`src/sm83_low_opcode_execute_defines.svh`:
```
// Assertion macros shared by the execute block's modules.
// Define NO_ASSERTIONS to compile them away.
`ifndef SM83_LOW_OPCODE_EXECUTE_DEFINES_SVH
`define SM83_LOW_OPCODE_EXECUTE_DEFINES_SVH
`ifndef NO_ASSERTIONS
`define SM83_ASSERT_IMPL(label, clk, rstn, ante, cons) \
    label: assert property (@(posedge clk) disable iff (!rstn) (ante) |-> (cons)) \
        else $error("assertion failed");
`define SM83_ASSERT_NEXT(label, clk, rstn, ante, cons) \
    label: assert property (@(posedge clk) disable iff (!rstn) (ante) |=> (cons)) \
        else $error("assertion failed");
`else
`define SM83_ASSERT_IMPL(label, clk, rstn, ante, cons)
`define SM83_ASSERT_NEXT(label, clk, rstn, ante, cons)
`endif
`endif

```
`src/sm83_pkg.sv`:
```
// Shared types and constants for the SM83 low-page execute block.
// No dependencies.
`default_nettype none
package sm83_pkg;
    localparam logic [15:0] SP_RESET = 16'hFFFE;
    localparam int QUEUE_DEPTH = 2;

    typedef enum logic [3:0] {
        OP_NOP, OP_LD16, OP_ST8, OP_INC16, OP_DEC16, OP_INC8, OP_DEC8, OP_LD8,
        OP_ROT, OP_STSP, OP_ADDHL, OP_LDA, OP_JR, OP_UNSUP
    } op_class_t;

    // Decoded request handed from the front end to the back end.
    typedef struct packed {
        op_class_t  cls;
        logic       use_de;
        logic       high_byte;
        logic [1:0] rot_kind;   // 0 RLCA, 1 RRCA, 2 RLA, 3 RRA
        logic [4:0] cycles;
        logic [7:0] imm_low;
        logic [7:0] imm_high;
        logic [7:0] mem_data;
    } dec_req_t;
endpackage
`default_nettype wire

```
`src/sm83_decode.sv`:
```
// Front end: classifies an opcode into a decoded request.
// Depends on sm83_pkg.
`default_nettype none
module sm83_decode (
    input  wire logic [7:0]      opcode,
    input  wire logic [7:0]      imm_low,
    input  wire logic [7:0]      imm_high,
    input  wire logic [7:0]      mem_data,
    output sm83_pkg::dec_req_t   req
);
    always_comb begin
        req = '0;
        req.use_de = opcode[4];
        req.high_byte = ~opcode[3];
        req.rot_kind = {opcode[4], opcode[3]};
        req.imm_low = imm_low;
        req.imm_high = imm_high;
        req.mem_data = mem_data;
        req.cls = sm83_pkg::OP_UNSUP;
        req.cycles = 5'd0;
        if (opcode[7:5] == 3'b000 && opcode != 8'h10) begin
            case (opcode[2:0])
                3'd0: begin
                    case (opcode[4:3])
                        2'd0: begin req.cls = sm83_pkg::OP_NOP; req.cycles = 5'd4; end
                        2'd1: begin req.cls = sm83_pkg::OP_STSP; req.cycles = 5'd20; end
                        default: begin req.cls = sm83_pkg::OP_JR; req.cycles = 5'd12; end
                    endcase
                end
                3'd1: begin
                    req.cls = opcode[3] ? sm83_pkg::OP_ADDHL : sm83_pkg::OP_LD16;
                    req.cycles = opcode[3] ? 5'd8 : 5'd12;
                end
                3'd2: begin
                    req.cls = opcode[3] ? sm83_pkg::OP_LDA : sm83_pkg::OP_ST8;
                    req.cycles = 5'd8;
                end
                3'd3: begin
                    req.cls = opcode[3] ? sm83_pkg::OP_DEC16 : sm83_pkg::OP_INC16;
                    req.cycles = 5'd8;
                end
                3'd4: begin req.cls = sm83_pkg::OP_INC8; req.cycles = 5'd4; end
                3'd5: begin req.cls = sm83_pkg::OP_DEC8; req.cycles = 5'd4; end
                3'd6: begin req.cls = sm83_pkg::OP_LD8; req.cycles = 5'd8; end
                default: begin req.cls = sm83_pkg::OP_ROT; req.cycles = 5'd4; end
            endcase
        end
    end
endmodule
`default_nettype wire

```
`src/sm83_queue.sv`:
```
// Two-entry request queue between the decoder and the execute stage.
// Depends on sm83_pkg.
`default_nettype none
module sm83_queue #(
    parameter int DEPTH = sm83_pkg::QUEUE_DEPTH
) (
    input  wire logic               aclk,
    input  wire logic               aresetn,
    input  wire logic               in_valid,
    output logic                    in_ready,
    input  wire sm83_pkg::dec_req_t in_req,
    output logic                    out_valid,
    input  wire logic               out_ready,
    output sm83_pkg::dec_req_t      out_req
);
    localparam int AW = (DEPTH > 1) ? $clog2(DEPTH) : 1;
    sm83_pkg::dec_req_t mem_reg [DEPTH];
    logic [AW-1:0] wr_reg, wr_next, rd_reg, rd_next;
    logic [AW:0]   cnt_reg, cnt_next;
    logic push, pop;

    assign in_ready  = (cnt_reg != (AW+1)'(DEPTH));
    assign out_valid = (cnt_reg != '0);
    assign out_req   = mem_reg[rd_reg];
    assign push = in_valid && in_ready;
    assign pop  = out_valid && out_ready;

    always_comb begin
        wr_next = wr_reg;
        rd_next = rd_reg;
        if (push) wr_next = (wr_reg == AW'(DEPTH - 1)) ? '0 : wr_reg + AW'(1);
        if (pop)  rd_next = (rd_reg == AW'(DEPTH - 1)) ? '0 : rd_reg + AW'(1);
        cnt_next = cnt_reg + (AW+1)'(push) - (AW+1)'(pop);
    end

    always_ff @(posedge aclk) begin
        if (!aresetn) begin
            wr_reg <= '0;
            rd_reg <= '0;
            cnt_reg <= '0;
        end else begin
            wr_reg <= wr_next;
            rd_reg <= rd_next;
            cnt_reg <= cnt_next;
        end
    end

    always_ff @(posedge aclk) begin
        if (push) mem_reg[wr_reg] <= in_req;
    end

    `include "sm83_low_opcode_execute_defines.svh"
    `SM83_ASSERT_IMPL(a_no_overflow, aclk, aresetn, 1'b1, cnt_reg <= (AW+1)'(DEPTH))
    `SM83_ASSERT_NEXT(a_push_only, aclk, aresetn, push && !pop, cnt_reg == $past(cnt_reg) + (AW+1)'(1))
    `SM83_ASSERT_NEXT(a_pop_only, aclk, aresetn, pop && !push, cnt_reg == $past(cnt_reg) - (AW+1)'(1))
endmodule
`default_nettype wire

```
`src/sm83_execute.sv`:
```
// Back end: holds the architectural registers and executes decoded requests
// into a registered result. Depends on sm83_pkg.
`default_nettype none
module sm83_execute (
    input  wire logic               aclk,
    input  wire logic               aresetn,
    input  wire logic               cfg_we,
    input  wire logic [15:0]        cfg_wdata,
    input  wire logic               req_valid,
    output logic                    req_ready,
    input  wire sm83_pkg::dec_req_t req,
    output logic                    res_valid,
    input  wire logic               res_ready,
    output logic [119:0]            res_data
);
    logic [15:0] sp_reg;
    logic [7:0]  a_reg, a_next;
    logic [3:0]  f_reg, f_next;
    logic [15:0] bc_reg, bc_next, de_reg, de_next, hl_reg, hl_next, pc_reg, pc_next;
    logic        res_valid_reg;
    logic [119:0] res_reg, res_next;
    logic [15:0] pair, pair_new, n16, len, wa, wd;
    logic [7:0]  r8, r8_new;
    logic [16:0] sum;
    logic [12:0] hsum;
    logic        we, two, unsup, fire;

    assign req_ready = !res_valid_reg || res_ready;
    assign fire = req_valid && req_ready;
    assign res_valid = res_valid_reg;
    assign res_data = res_reg;

    always_comb begin
        n16 = {req.imm_high, req.imm_low};
        pair = req.use_de ? de_reg : bc_reg;
        r8 = req.high_byte ? pair[15:8] : pair[7:0];
        a_next = a_reg; f_next = f_reg; bc_next = bc_reg; de_next = de_reg;
        hl_next = hl_reg; pair_new = pair; len = 16'd1;
        we = 1'b0; two = 1'b0; wa = '0; wd = '0; unsup = 1'b0;
        r8_new = r8;
        sum = {1'b0, hl_reg} + {1'b0, pair};
        hsum = {1'b0, hl_reg[11:0]} + {1'b0, pair[11:0]};
        case (req.cls)
            sm83_pkg::OP_NOP: ;
            sm83_pkg::OP_LD16: begin pair_new = n16; len = 16'd3; end
            sm83_pkg::OP_ST8: begin we = 1'b1; wa = pair; wd = {8'd0, a_reg}; end
            sm83_pkg::OP_INC16: pair_new = pair + 16'd1;
            sm83_pkg::OP_DEC16: pair_new = pair - 16'd1;
            sm83_pkg::OP_INC8: begin
                r8_new = r8 + 8'd1;
                f_next = {r8_new == 8'd0, 1'b0, r8[3:0] == 4'hF, f_reg[0]};
            end
            sm83_pkg::OP_DEC8: begin
                r8_new = r8 - 8'd1;
                f_next = {r8_new == 8'd0, 1'b1, r8[3:0] == 4'h0, f_reg[0]};
            end
            sm83_pkg::OP_LD8: begin r8_new = req.imm_low; len = 16'd2; end
            sm83_pkg::OP_ROT: begin
                case (req.rot_kind)
                    2'd0: begin a_next = {a_reg[6:0], a_reg[7]}; f_next = {3'b0, a_reg[7]}; end
                    2'd1: begin a_next = {a_reg[0], a_reg[7:1]}; f_next = {3'b0, a_reg[0]}; end
                    2'd2: begin a_next = {a_reg[6:0], f_reg[0]}; f_next = {3'b0, a_reg[7]}; end
                    default: begin
                        a_next = {f_reg[0], a_reg[7:1]}; f_next = {3'b0, a_reg[0]};
                    end
                endcase
            end
            sm83_pkg::OP_STSP: begin
                we = 1'b1; two = 1'b1; wa = n16; wd = sp_reg; len = 16'd3;
            end
            sm83_pkg::OP_ADDHL: begin
                hl_next = sum[15:0];
                f_next = {f_reg[3], 1'b0, hsum[12], sum[16]};
            end
            sm83_pkg::OP_LDA: a_next = req.mem_data;
            sm83_pkg::OP_JR: len = 16'd2 + {{8{req.imm_low[7]}}, req.imm_low};
            default: begin unsup = 1'b1; len = 16'd0; end
        endcase
        if (req.cls == sm83_pkg::OP_INC8 || req.cls == sm83_pkg::OP_DEC8
            || req.cls == sm83_pkg::OP_LD8)
            pair_new = req.high_byte ? {r8_new, pair[7:0]} : {pair[15:8], r8_new};
        if (req.use_de) de_next = pair_new;
        else bc_next = pair_new;
        pc_next = pc_reg + len;
        res_next = {unsup, wd, wa, two, we, req.cycles, pc_next, hl_next, de_next,
                    bc_next, f_next, 4'b0, a_next};
    end

    always_ff @(posedge aclk) begin
        if (!aresetn) begin
            sp_reg <= sm83_pkg::SP_RESET;
            a_reg <= '0; f_reg <= '0; bc_reg <= '0; de_reg <= '0;
            hl_reg <= '0; pc_reg <= '0; res_valid_reg <= 1'b0;
        end else begin
            if (cfg_we) sp_reg <= cfg_wdata;
            if (fire) begin
                a_reg <= a_next; f_reg <= f_next; bc_reg <= bc_next;
                de_reg <= de_next; hl_reg <= hl_next; pc_reg <= pc_next;
                res_valid_reg <= 1'b1;
            end else if (res_ready) begin
                res_valid_reg <= 1'b0;
            end
        end
    end

    always_ff @(posedge aclk) begin
        if (fire) res_reg <= res_next;
    end

    `include "sm83_low_opcode_execute_defines.svh"
    `SM83_ASSERT_NEXT(a_stall_hold, aclk, aresetn, res_valid_reg && !res_ready, res_valid_reg)
    `SM83_ASSERT_NEXT(a_unsup_keeps_pc, aclk, aresetn, fire && req.cls == sm83_pkg::OP_UNSUP, pc_reg == $past(pc_reg))
    `SM83_ASSERT_IMPL(a_flag_low, aclk, aresetn, res_valid_reg, res_reg[11:8] == 4'b0)
endmodule
`default_nettype wire

```
`src/sm83_low_opcode_execute.sv`:
```
// SM83 low-page execute block: one opcode 0x00..0x1F per request.
// A request reaches the result through the queue entry and then the execute register.
// Throughput: one request per cycle while the result side is ready; the execute stage's register update loop sets it.
// A two-entry queue decouples decode from execute so either side can stall.
// Reset (aresetn low, synchronous) clears the CPU registers and queue; stack pointer returns to 0xFFFE.
`default_nettype none
module sm83_low_opcode_execute #(
    parameter int QUEUE_DEPTH = sm83_pkg::QUEUE_DEPTH
) (
    input  wire logic         aclk,
    input  wire logic         aresetn,
    input  wire logic         cfg_we,
    input  wire logic [15:0]  cfg_wdata,
    input  wire logic         s_tvalid,
    output logic              s_tready,
    // opcode[7:0], imm_low[15:8], imm_high[23:16], mem_data[31:24]
    input  wire logic [31:0]  s_tdata,
    output logic              m_tvalid,
    input  wire logic         m_tready,
    // acc_out, flags_out, bc_out, de_out, hl_out, pc_out, cycles_taken,
    // write_enable, write_two_bytes, write_address, write_data, unsupported
    output logic [119:0]      m_tdata
);
    sm83_pkg::dec_req_t dreq, qreq;
    logic q_valid, q_ready;

    sm83_decode u_dec (
        .opcode(s_tdata[7:0]), .imm_low(s_tdata[15:8]),
        .imm_high(s_tdata[23:16]), .mem_data(s_tdata[31:24]), .req(dreq)
    );

    sm83_queue #(.DEPTH(QUEUE_DEPTH)) u_q (
        .aclk, .aresetn, .in_valid(s_tvalid), .in_ready(s_tready), .in_req(dreq),
        .out_valid(q_valid), .out_ready(q_ready), .out_req(qreq)
    );

    sm83_execute u_ex (
        .aclk, .aresetn, .cfg_we, .cfg_wdata, .req_valid(q_valid), .req_ready(q_ready),
        .req(qreq), .res_valid(m_tvalid), .res_ready(m_tready), .res_data(m_tdata)
    );
endmodule
`default_nettype wire

```
`config.mk`:
```
export PLATFORM = sky130hd
export DESIGN_NAME = sm83_low_opcode_execute
export DESIGN_NICKNAME = d
export VERILOG_FILES = /design/src/sm83_pkg.sv /design/src/sm83_decode.sv /design/src/sm83_queue.sv /design/src/sm83_execute.sv /design/src/sm83_low_opcode_execute.sv
export VERILOG_INCLUDE_DIRS = /design/src /design/src/src
export SDC_FILE = /design/constraint.sdc
export NUM_CORES = 1
export LEC_CHECK = 0
export BUFFER_PORTS_ARGS = -buffer_cell sky130_fd_sc_hd__buf_2
export CORE_MARGIN = 4
export CORE_UTILIZATION = 60
export DETAILED_ROUTE_END_ITERATION = 8
export GPL_TIMING_DRIVEN = 0
export PLACE_DENSITY_LB_ADDON = 0.08
export SYNTH_ARGS = -nofsm -noshare
export SYNTH_HDL_FRONTEND = slang
export SYNTH_SLANG_ARGS = --single-unit
```
`constraint.sdc`:
```
create_clock -name aclk -period 13.8 [get_ports aclk]
set_input_delay 2.76 -clock aclk [delete_from_list [all_inputs] [get_ports aclk]]
set_output_delay 2.76 -clock aclk [all_outputs]
set_load 0.02 [all_outputs]
```
==> metrics, run 1 <==
peak fanout along the critical path 63; design area 17,100 um2; Largest stage delay, worst path 0.57 ns; ys flop type edfxtp_1; # IOs approximately 180; post-synthesis async set-or-reset flop share 0; Worst-path clk slew around 0.06 ns; syn_area_per_cell slightly above 10 um2; Seq/Total Area, Yosys 0.499; Worst Hold Class reg2reg; Final WS setup 8.32 ns; max reg flops 114; Period Utilization, post-route 0.397; total of max-cap violations 0; simple-gate share of the synthesized area 0.136; die height 166 um; # DRC 0; ANT nets after route 0; Synth Area in Compound Gates 0.176; Layout Cells excl Fill slightly above 2,000; via count 12,400; DR iter-0 viols ~1,300; Detailed Route WL 43,700 um; share of cells above drive strength 1 0.160; main combinational cell family by area after synthesis compound AO/OA/AOI/OAI gates; # nets final 1,785; RSZ-0062 raised after global routing no; Adder-Cell Fraction of Synth Area 0.0477; Tmin final 5.48 ns; pwr dens approximately 200 nW/um2; Yosys reg bits 280; worst-path cell chain buf_2 > nor2b_1 > or2_2 > clkbuf_1 > inv_2 > clkbuf_4 > buf_16 > ha_1 > inv_1 > ha_1 > xnor2_1 > xnor2_1 > and2_1; CTS Root Buffer Type clkbuf_16; Placer Congestion 1.05; most common cell after layout, fill and taps aside nand2_1; Netlist cell types 83; Initial Util 0.611; sw frac 0.410; # Post-CTS Setup Buffers 0; Layout Skew approximately 0.015 ns; setup TNS 0 ns; H-tree depth 1; Max transition margin 0.101; endpoint type of the worst setup path flop; cell area after synthesis 14,900 um2; post_cts resized 0; Crit Path Category in2reg; NetSw between 1 and 1.5 mW; n_diodes 0; vias in the first global route roughly 11,000; via/cell ratio between 6 and 7; row cnt 57; first-pass GRT wire length 65,900 um; hold_buf cts 0; clock buffer depth 3; Combinational Power Share 0.413; clock sink count between 200 and 300; CTS tree yes; power share of the clock group 0.216; Worst Tran Pin Value 1.31 ns; core outline area ~24,000 um2; gr ovfl total 0; sequential power share 0.372; XOR/XNOR Fraction of Synth Area 0.0329; Post-Place Worst Slack between 7 and 8 ns; largest net degree at the start of global routing 64; Pleak roughly 6.9 nW; status complete, no violations; placed cell areas 16,200 um2; initial antenna violation count 1; internal power 2.03 mW; Final Max Slew Viols 0; post-DP HPWL 32,200 um; most frequent cells in the layout nand2_1, edfxtp_1, buf_2, o21ai_0, dfxtp_1; Worst IR Drop VDD 140 uV; routed len/inst between 20 and 25 um; GRT Total Usage 0.314; final core occ 0.702; Die Wd 166 um; First-pass DRT Iterations 6; yosys warns 0; Slowest-stage cell, CP clkbuf_4; number of synthesized flops with an enable pin 182; Port Buffers 165; Gate Count Post-Synth ~1,500; CTS buffer count 28; Worst R2R Setup Slack 8.45 ns; Final Hold Viols 0; worst-skew pair later-pin latency 0.56 ns; placed cell count 1,971; area delta synth->final 14.9%; mux share of post-synthesis cell area 0.0738; crit path DAT 5.94 ns; fmax 183 MHz; CP required 14.26 ns; die area roughly 27,000 um2; Final Hold Slack 0.469 ns; Final Setup Violations 0; Design Power 3.44 mW; startpoint types input pin
## power groups by stage
stage	clock, mW	sequential (mW)	combinational [mW]
detailed placement	0	1.29	1.39
CTS	0.750	1.28	1.40
finish	0.743	1.28	1.42
global placement	0	1.32	1.36
global route	0.793	1.30	1.52
floorplan	0	1.49	0.729
## cells by family after synthesis
| family | Yosys count |
|---|---|
| AND/OR/NAND/NOR | 464 |
| XOR/XNOR | 56 |
| flip-flops | 280 |
| other | 1 |
| AO/OA/AOI/OAI | 398 |
| buffers and inverters | 123 |
| multiplexers | 98 |
| adder cells (fa/ha/maj) | 55 |
## area by class of cell
type                       count  area, um2
tap                          324        405
buffer                        80        368
sequential                   280       7430
fill                        1917       7270
clock buffer                  30        708
multi-input combinational   1077       6970
clock inverter                22        203
timing repair buffer         167        873
inverter                      43        161
## per-layer routing
metal  up-vias  track usage  wire length (um)
met5         -            0                 7
met4         2       0.0982              1420
met3        93       0.0638              4770
met2       661        0.470             18700
met1      5876        0.463             18800
li1       5787            -                 -
## worst max-delay path, delay by kind of cell
family | cells | cell delay, ns
XOR/XNOR | 2 | 0.28
AND/OR/NAND/NOR | 3 | 0.42
buffers and inverters | 6 | 1.90
adder cells (fa/ha/maj) | 2 | 0.51
## worst paths after layout
check,startpoint,to,cells past startpoint
worst max register to register,flop,u_ex.res_data[43],16
worst max-delay path,m_tready,u_q.cnt_reg[1],13
worst min-delay path,u_ex.sp_reg[10],u_ex.sp_reg[10],2
worst min register to register,u_ex.sp_reg[10],u_ex.sp_reg[10],2
## synth_stat cells, types with 7 or more instances
master,count,area (um2)
a211oi_1,7,52.6
a21boi_0,36,270
a21o_1,12,90.1
a21oi_1,73,365
a22o_1,16,140
a31oi_1,11,68.8
and2_1,19,119
and3_1,15,93.8
buf_2,9,45.0
buf_4,7,52.6
clkbuf_1,57,214
dfxtp_1,98,1960
edfxtp_1,182,5470
ha_1,52,651
inv_1,40,150
mux2i_1,81,811
nand2_1,242,908
nand3_1,23,115
nor2_1,96,360
nor2b_1,11,68.8
nor3_1,21,105
o211a_1,9,90.1
o211ai_1,11,82.6
o21a_1,13,97.6
o21ai_0,98,490
o21ai_1,14,70.1
o221ai_1,7,61.3
o22ai_1,34,213
o31ai_1,10,75.1
xnor2_1,41,359
xor2_1,15,131
Note: power is estimated with default switching activity, not from simulation.
==> inputs of run 2 (changes only) <==
--- a/config.mk
+++ b/config.mk
@@ -8,7 +8,7 @@
 export LEC_CHECK = 0
 export BUFFER_PORTS_ARGS = -buffer_cell sky130_fd_sc_hd__buf_2
 export CORE_MARGIN = 4
-export CORE_UTILIZATION = 60
+export CORE_UTILIZATION = 53
 export DETAILED_ROUTE_END_ITERATION = 8
 export GPL_TIMING_DRIVEN = 0
 export PLACE_DENSITY_LB_ADDON = 0.08
==> constraint.sdc (replaced) <==
create_clock -name aclk -period 4.6 [get_ports aclk]
set_input_delay 0.92 -clock aclk [delete_from_list [all_inputs] [get_ports aclk]]
set_output_delay 0.92 -clock aclk [all_outputs]
set_load 0.02 [all_outputs]
==> metrics, run 2 (synthesis gave the netlist of run 1 again) <==
area delta synth->final 17.6%; share of cells above drive strength 1 0.180 (+0.0201); vias in the first global route 11,400 (-0.76%); die height 176 um (+6.1%); GRT Total Usage 0.277 (-0.0375); clock sink count 280 (unchanged); max reg flops 114 (unchanged); total of max-cap violations 0 (unchanged); initial antenna violation count 1 (unchanged); # IOs 175 (unchanged); post-DP HPWL 32,800 um (+1.7%); CTS buffer count 28 (unchanged); largest net degree at the start of global routing 74 (+16%); Worst IR Drop VDD 340 uV (+140%); peak fanout along the critical path 10 (-84%); status complete, no violations; Period Utilization, post-route 0.966; row cnt 61 (+7.0%); R2R cell count 15 (-1); Layout Skew 0.0235 ns (+0.00839 ns); first-pass GRT wire length 66,300 um (+0.66%); Final Hold Slack 0.465 ns (-0.00364 ns); crit path DAT 4.71 ns (-1.23 ns); via/cell ratio 5.95 (-3.0%); ANT nets after route 0 (unchanged); worst-skew pair later-pin latency 0.57 ns (about the same); H-tree depth 1 (unchanged); fmax about 230 MHz; Placer Congestion 0.990 (-5.9%); CP required 4.87 ns (-9.39 ns); Worst-path clk slew 0.06 ns (about the same); Final Max Slew Viols 0 (unchanged); CP endpoint u_ex.res_data[27]; # DRC 0 (unchanged); Initial Util 0.536 (-0.0745); Worst Tran Pin Value 1.05 ns (-0.256 ns); CTS tree yes; CTS Root Buffer Type clkbuf_16; pwr dens 607 nW/um2 (+200%); Pleak 7.05 nW (+1.7%); R2R Path End u_ex.res_data[27]; endpoint type of the worst setup path flop; Port Buffers 165 (unchanged); Die Wd 176 um (+6.1%); Detailed Route WL 44,300 um (+1.3%); Tmin final 4.44 ns; most frequent cells in the layout nand2_1, edfxtp_1, buf_2, dfxtp_1, o21ai_0; Crit Path Category reg2reg; Worst R2R Setup Slack 0.16 ns (-8.29 ns); DR iter-0 viols 1,209 (-10%); Final Hold Viols 0 (unchanged); Max transition margin 0.294 (+0.193); n_diodes 0 (unchanged); final core occ 0.630 (-0.0715); core outline area 27,800 um2 (+14%); via count 12,400 (-0.19%); routed len/inst 21.3 um (-1.5%); clock buffer depth 3 (unchanged); # nets final 1,790 (+0.28%); First-pass DRT Iterations 5 (-1); startpoint types flop; die area 30,900 um2 (+13%); most common cell after layout, fill and taps aside nand2_1; Final Setup Violations 0 (unchanged); Worst Hold Class reg2reg; gr ovfl total 0 (unchanged)
## run 2: area by class of cell
cell class                      count  area (um2)
Fill cell                        2394       10300
Multi-Input combinational cell   1077        7130
Sequential cell                   280        7430
Clock buffer                       31         764
Clock inverter                     21         254
Tap cell                          378         473
Buffer                             79         387
Timing Repair Buffer              173         918
Inverter                           43         161
## run 2: worst min path at each step
stage,cells after the start,from,end
floorplan,2,u_ex.sp_reg[10],u_ex.sp_reg[10]
global placement,2,u_ex.sp_reg[15],u_ex.sp_reg[15]
detailed placement,2,u_ex.sp_reg[10],u_ex.sp_reg[10]
CTS,2,u_ex.sp_reg[10],u_ex.sp_reg[10]
global route,2,u_ex.sp_reg[12],u_ex.sp_reg[12]
finish,2,u_ex.sp_reg[11],u_ex.sp_reg[11]
## run 2: worst max-delay path, stage by stage, from the launching register on
cell	delay, ns
dfxtp_1	0.31
buf_6	0.14
mux2_4	0.29
buf_4	0.24
buf_6	0.22
mux2i_1	0.59
inv_1	0.29
ha_1	0.44
o21a_1	0.17
nor2_1	0.04
o21ai_0	0.29
o21ai_0	0.17
xor2_1	0.17
nor2_1	0.08
o31ai_2	0.50
o21ai_0	0.19
## run 2: per-layer routing
| metal | track usage | vias up | share of wire |
|---|---|---|---|
| li1 | - | 5798 | - |
| met4 | 0.0861 | 0 | 0.032 |
| met1 | 0.409 | 5899 | 0.44 |
| met2 | 0.417 | 609 | 0.43 |
| met5 | 0 | - | 0 |
| met3 | 0.0506 | 89 | 0.10 |
## run 2: repair_timing
item,4_1_cts,5_1_grt
setup buffers,0,6
pin swaps,0,3
endpoints found under the setup margin,56,37
hold buffers,0,0
resized for setup,21,20
## run 2: per-stage QoR
stage	worst slack, ns	instance area [um2]	setup TNS [ns]	cells	power (mW)
4_1_cts	0.00387	17400	0	2076	10.6
6_report	0.156	17500	0	2082	10.6
3_5_place_dp	-0.629	16300	-15.73	2025	8.07
2_1_floorplan	0.384	14900	0	1480	6.62
5_1_grt	-0.0234	17500	-0.0337	2082	11.1
3_3_place_gp	-0.854	16200	-23.91	2023	8.01
## run 2: report_power, final
part | internal [mW] | leakage, nW | total [mW] | switching (mW)
Sequential | 3.53 | 2.56 | 3.84 | 0.310
Combinational | 1.38 | 4.00 | 4.33 | 2.95
Clock | 1.44 | 0.489 | 2.46 | 1.02
Total | 6.35 | 7.05 | 10.6 | 4.29
==> inputs of run 3 (changes only) <==
--- a/config.mk
+++ b/config.mk
@@ -7,9 +7,9 @@
 export NUM_CORES = 1
 export LEC_CHECK = 0
 export BUFFER_PORTS_ARGS = -buffer_cell sky130_fd_sc_hd__buf_2
-export CORE_MARGIN = 4
 export CORE_UTILIZATION = 53
 export DETAILED_ROUTE_END_ITERATION = 8
+export GPL_ROUTABILITY_DRIVEN = 0
 export GPL_TIMING_DRIVEN = 0
 export PLACE_DENSITY_LB_ADDON = 0.08
 export SYNTH_ARGS = -nofsm -noshare
==> metrics, run 3 (synthesis gave the netlist of run 1 again) <==
GRT Total Usage 0.286 (+0.00937); # DRC 0 (unchanged); Worst-path clk slew 0.06 ns (about the same); total of max-cap violations 0 (unchanged); fill count 2,290 (-4.3%); via/cell ratio 5.93 (-0.38%); fmax 228 MHz (+1.4%); area delta synth->final 17.8%; R2R cell count 14 (-1); Max transition margin 0.316 (+0.0219); multi-input logic area 7120 um2 (about the same); initial antenna violation count 2 (+1); # IOs 175 (unchanged); routed len/inst 20.1 um (-5.8%); RSZ-0062 raised after global routing no; Worst R2R Setup Slack 0.22 ns (+0.06 ns); gr ovfl total 0 (unchanged); Initial Util 0.538 (+0.00148); WHS Endpoint u_ex.sp_reg[10]; CTS tree yes; first-pass GRT wire length 63,600 um (-4.1%); hold path start u_ex.sp_reg[10]; Crit Path Category reg2reg; Die Wd 170 um (-3.4%); # nets final 1,793 (+0.17%); endpoint type of the worst setup path flop; Final Setup Violations 0 (unchanged); Period Utilization, post-route 0.953 (-0.0133); Worst Hold Class reg2reg; Final Hold Viols 0 (unchanged); CTS Root Buffer Type clkbuf_16; First-pass DRT Iterations 7 (+2); Detailed Route WL 41,900 um (-5.6%); R2R Path End u_ex.res_data[40]; Layout Skew 0.0163 ns (-0.00715 ns); clock sink count 280 (unchanged); pwr dens 606 nW/um2 (-0.19%); CTS buffer count 29 (+3.6%); CP required 4.88 ns (about the same); row cnt 61 (unchanged); status complete, no violations; worst-skew pair later-pin latency 0.58 ns (about the same); Port Buffers 165 (unchanged); clock buffer depth 3 (unchanged); via count 12,400 (-0.14%); Pleak 7.09 nW (+0.59%); Final Max Slew Viols 0 (unchanged); Worst Tran Pin Value 1.03 ns (-0.0290 ns); vias in the first global route 11,300 (-0.87%); design area 17,500 um2 (+0.21%); most frequent cells in the layout nand2_1, edfxtp_1, buf_2, dfxtp_1, o21ai_0; post-DP HPWL 30,700 um (-6.4%); Worst IR Drop VDD 355 uV (+4.4%); startpoint types flop; share of cells above drive strength 1 0.180 (+0.000750); H-tree depth 1 (unchanged); DR iter-0 viols 1,215 (+0.50%); core outline area 27,700 um2 (-0.27%); hold depth 2 (unchanged); most common cell after layout, fill and taps aside nand2_1; FF+latch area 7430 um2 (unchanged); Tmin final 4.38 ns (-0.0614 ns); largest net degree at the start of global routing 68 (-8.1%); setup TNS 0 ns (unchanged); die height 170 um (-3.4%); ANT nets after route 0 (unchanged); max reg flops 114 (unchanged); hold_buf cts 0 (unchanged); die area 28,800 um2 (-6.7%); crit path DAT 4.67 ns (-0.04 ns); peak fanout along the critical path 10 (unchanged); placed cell areas 16,300 um2 (unchanged)
[run 3: cell count changes in the layout (fill, tap and decap cells not counted), moves of 2 or more]
cell	previous run	this run
buf_4	13	15
clkinv_2	5	8
clkbuf_16	30	32
clkinv_4	3	0
mux2i_2	10	8
mux2i_1	67	69
[run 3: worst max-delay path, cell delays in order, from the launching register on]
cell	delay, ns
dfxtp_1	0.31
buf_6	0.14
mux2_4	0.29
buf_4	0.22
buf_4	0.26
mux2i_1	0.62
inv_1	0.20
ha_1	0.42
nand2_1	0.12
o21ai_0	0.36
a21oi_1	0.15
xnor2_1	0.17
a211o_1	0.30
o21ai_0	0.35
a21oi_1	0.19
[run 3: power by group]
| part | internal (mW) | total (mW) | switching (mW) |
|---|---|---|---|
| combinational | 1.37 | 4.26 | 2.89 |
| clock | 1.52 | 2.54 | 1.02 |
| sequential | 3.53 | 3.83 | 0.302 |
| total | 6.42 | 10.6 | 4.22 |
[run 3: cell type report]
cell class | count | area share
Sequential cell | 280 | 0.423
Multi-Input combinational cell | 1077 | 0.406
Timing Repair Buffer | 174 | 0.0528
Clock buffer | 35 | 0.0474
Tap cell | 378 | 0.0270
Buffer | 80 | 0.0220
Clock inverter | 19 | 0.0125
Inverter | 43 | 0.00920
Antenna cell | 1 | 0.000143
[run 3: worst max path at each step]
stage / start / endpoint / slack (ns) / cells after the start
6_report: flop / u_ex.res_data[40] / 0.22 / 14
3_5_place_dp: flop / u_ex.res_data[13] / -0.55 / 16
5_1_grt: flop / u_ex.pc_reg[15] / 0.003 / 16
3_3_place_gp: m_tready / u_q.cnt_reg[1] / -0.86 / 12
4_1_cts: flop / u_ex.res_data[78] / 0.05 / 17
2_1_floorplan: m_tready / u_q.cnt_reg[1] / 0.38 / 11
[run 3: metal layers]
| layer | routed length, um | up-vias | GRT usage | share of wire |
|---|---|---|---|---|
| met5 | 0 | - | 0 | 0 |
| met4 | 986 | 0 | 0.0760 | 0.024 |
| met3 | 3730 | 79 | 0.0429 | 0.089 |
| met2 | 18500 | 586 | 0.438 | 0.44 |
| met1 | 18700 | 5906 | 0.421 | 0.45 |
| li1 | - | 5807 | - | - |
[run 3: per-stage QoR]
stage	worst slack (ns)	utilization	std cells	hold slack [ns]	power, mW
final	0.217	0.633	2087	0.460	10.6
after global routing	0.00348	0.633	2087	0.487	11.1
after CTS	0.0454	0.629	2079	0.466	10.6
after detailed placement	-0.546	0.588	2025	0.448	7.99
after global placement	-0.856	0.585	2023	0.446	7.93
after floorplan	0.384	-	1480	0.433	6.62
[run 3: what timing repair did]
item	in CTS	in global routing
setup buffers	0	7
setup endpoints to repair	46	22
cloned	0	0
resized for setup	19	20
pin swaps	0	3
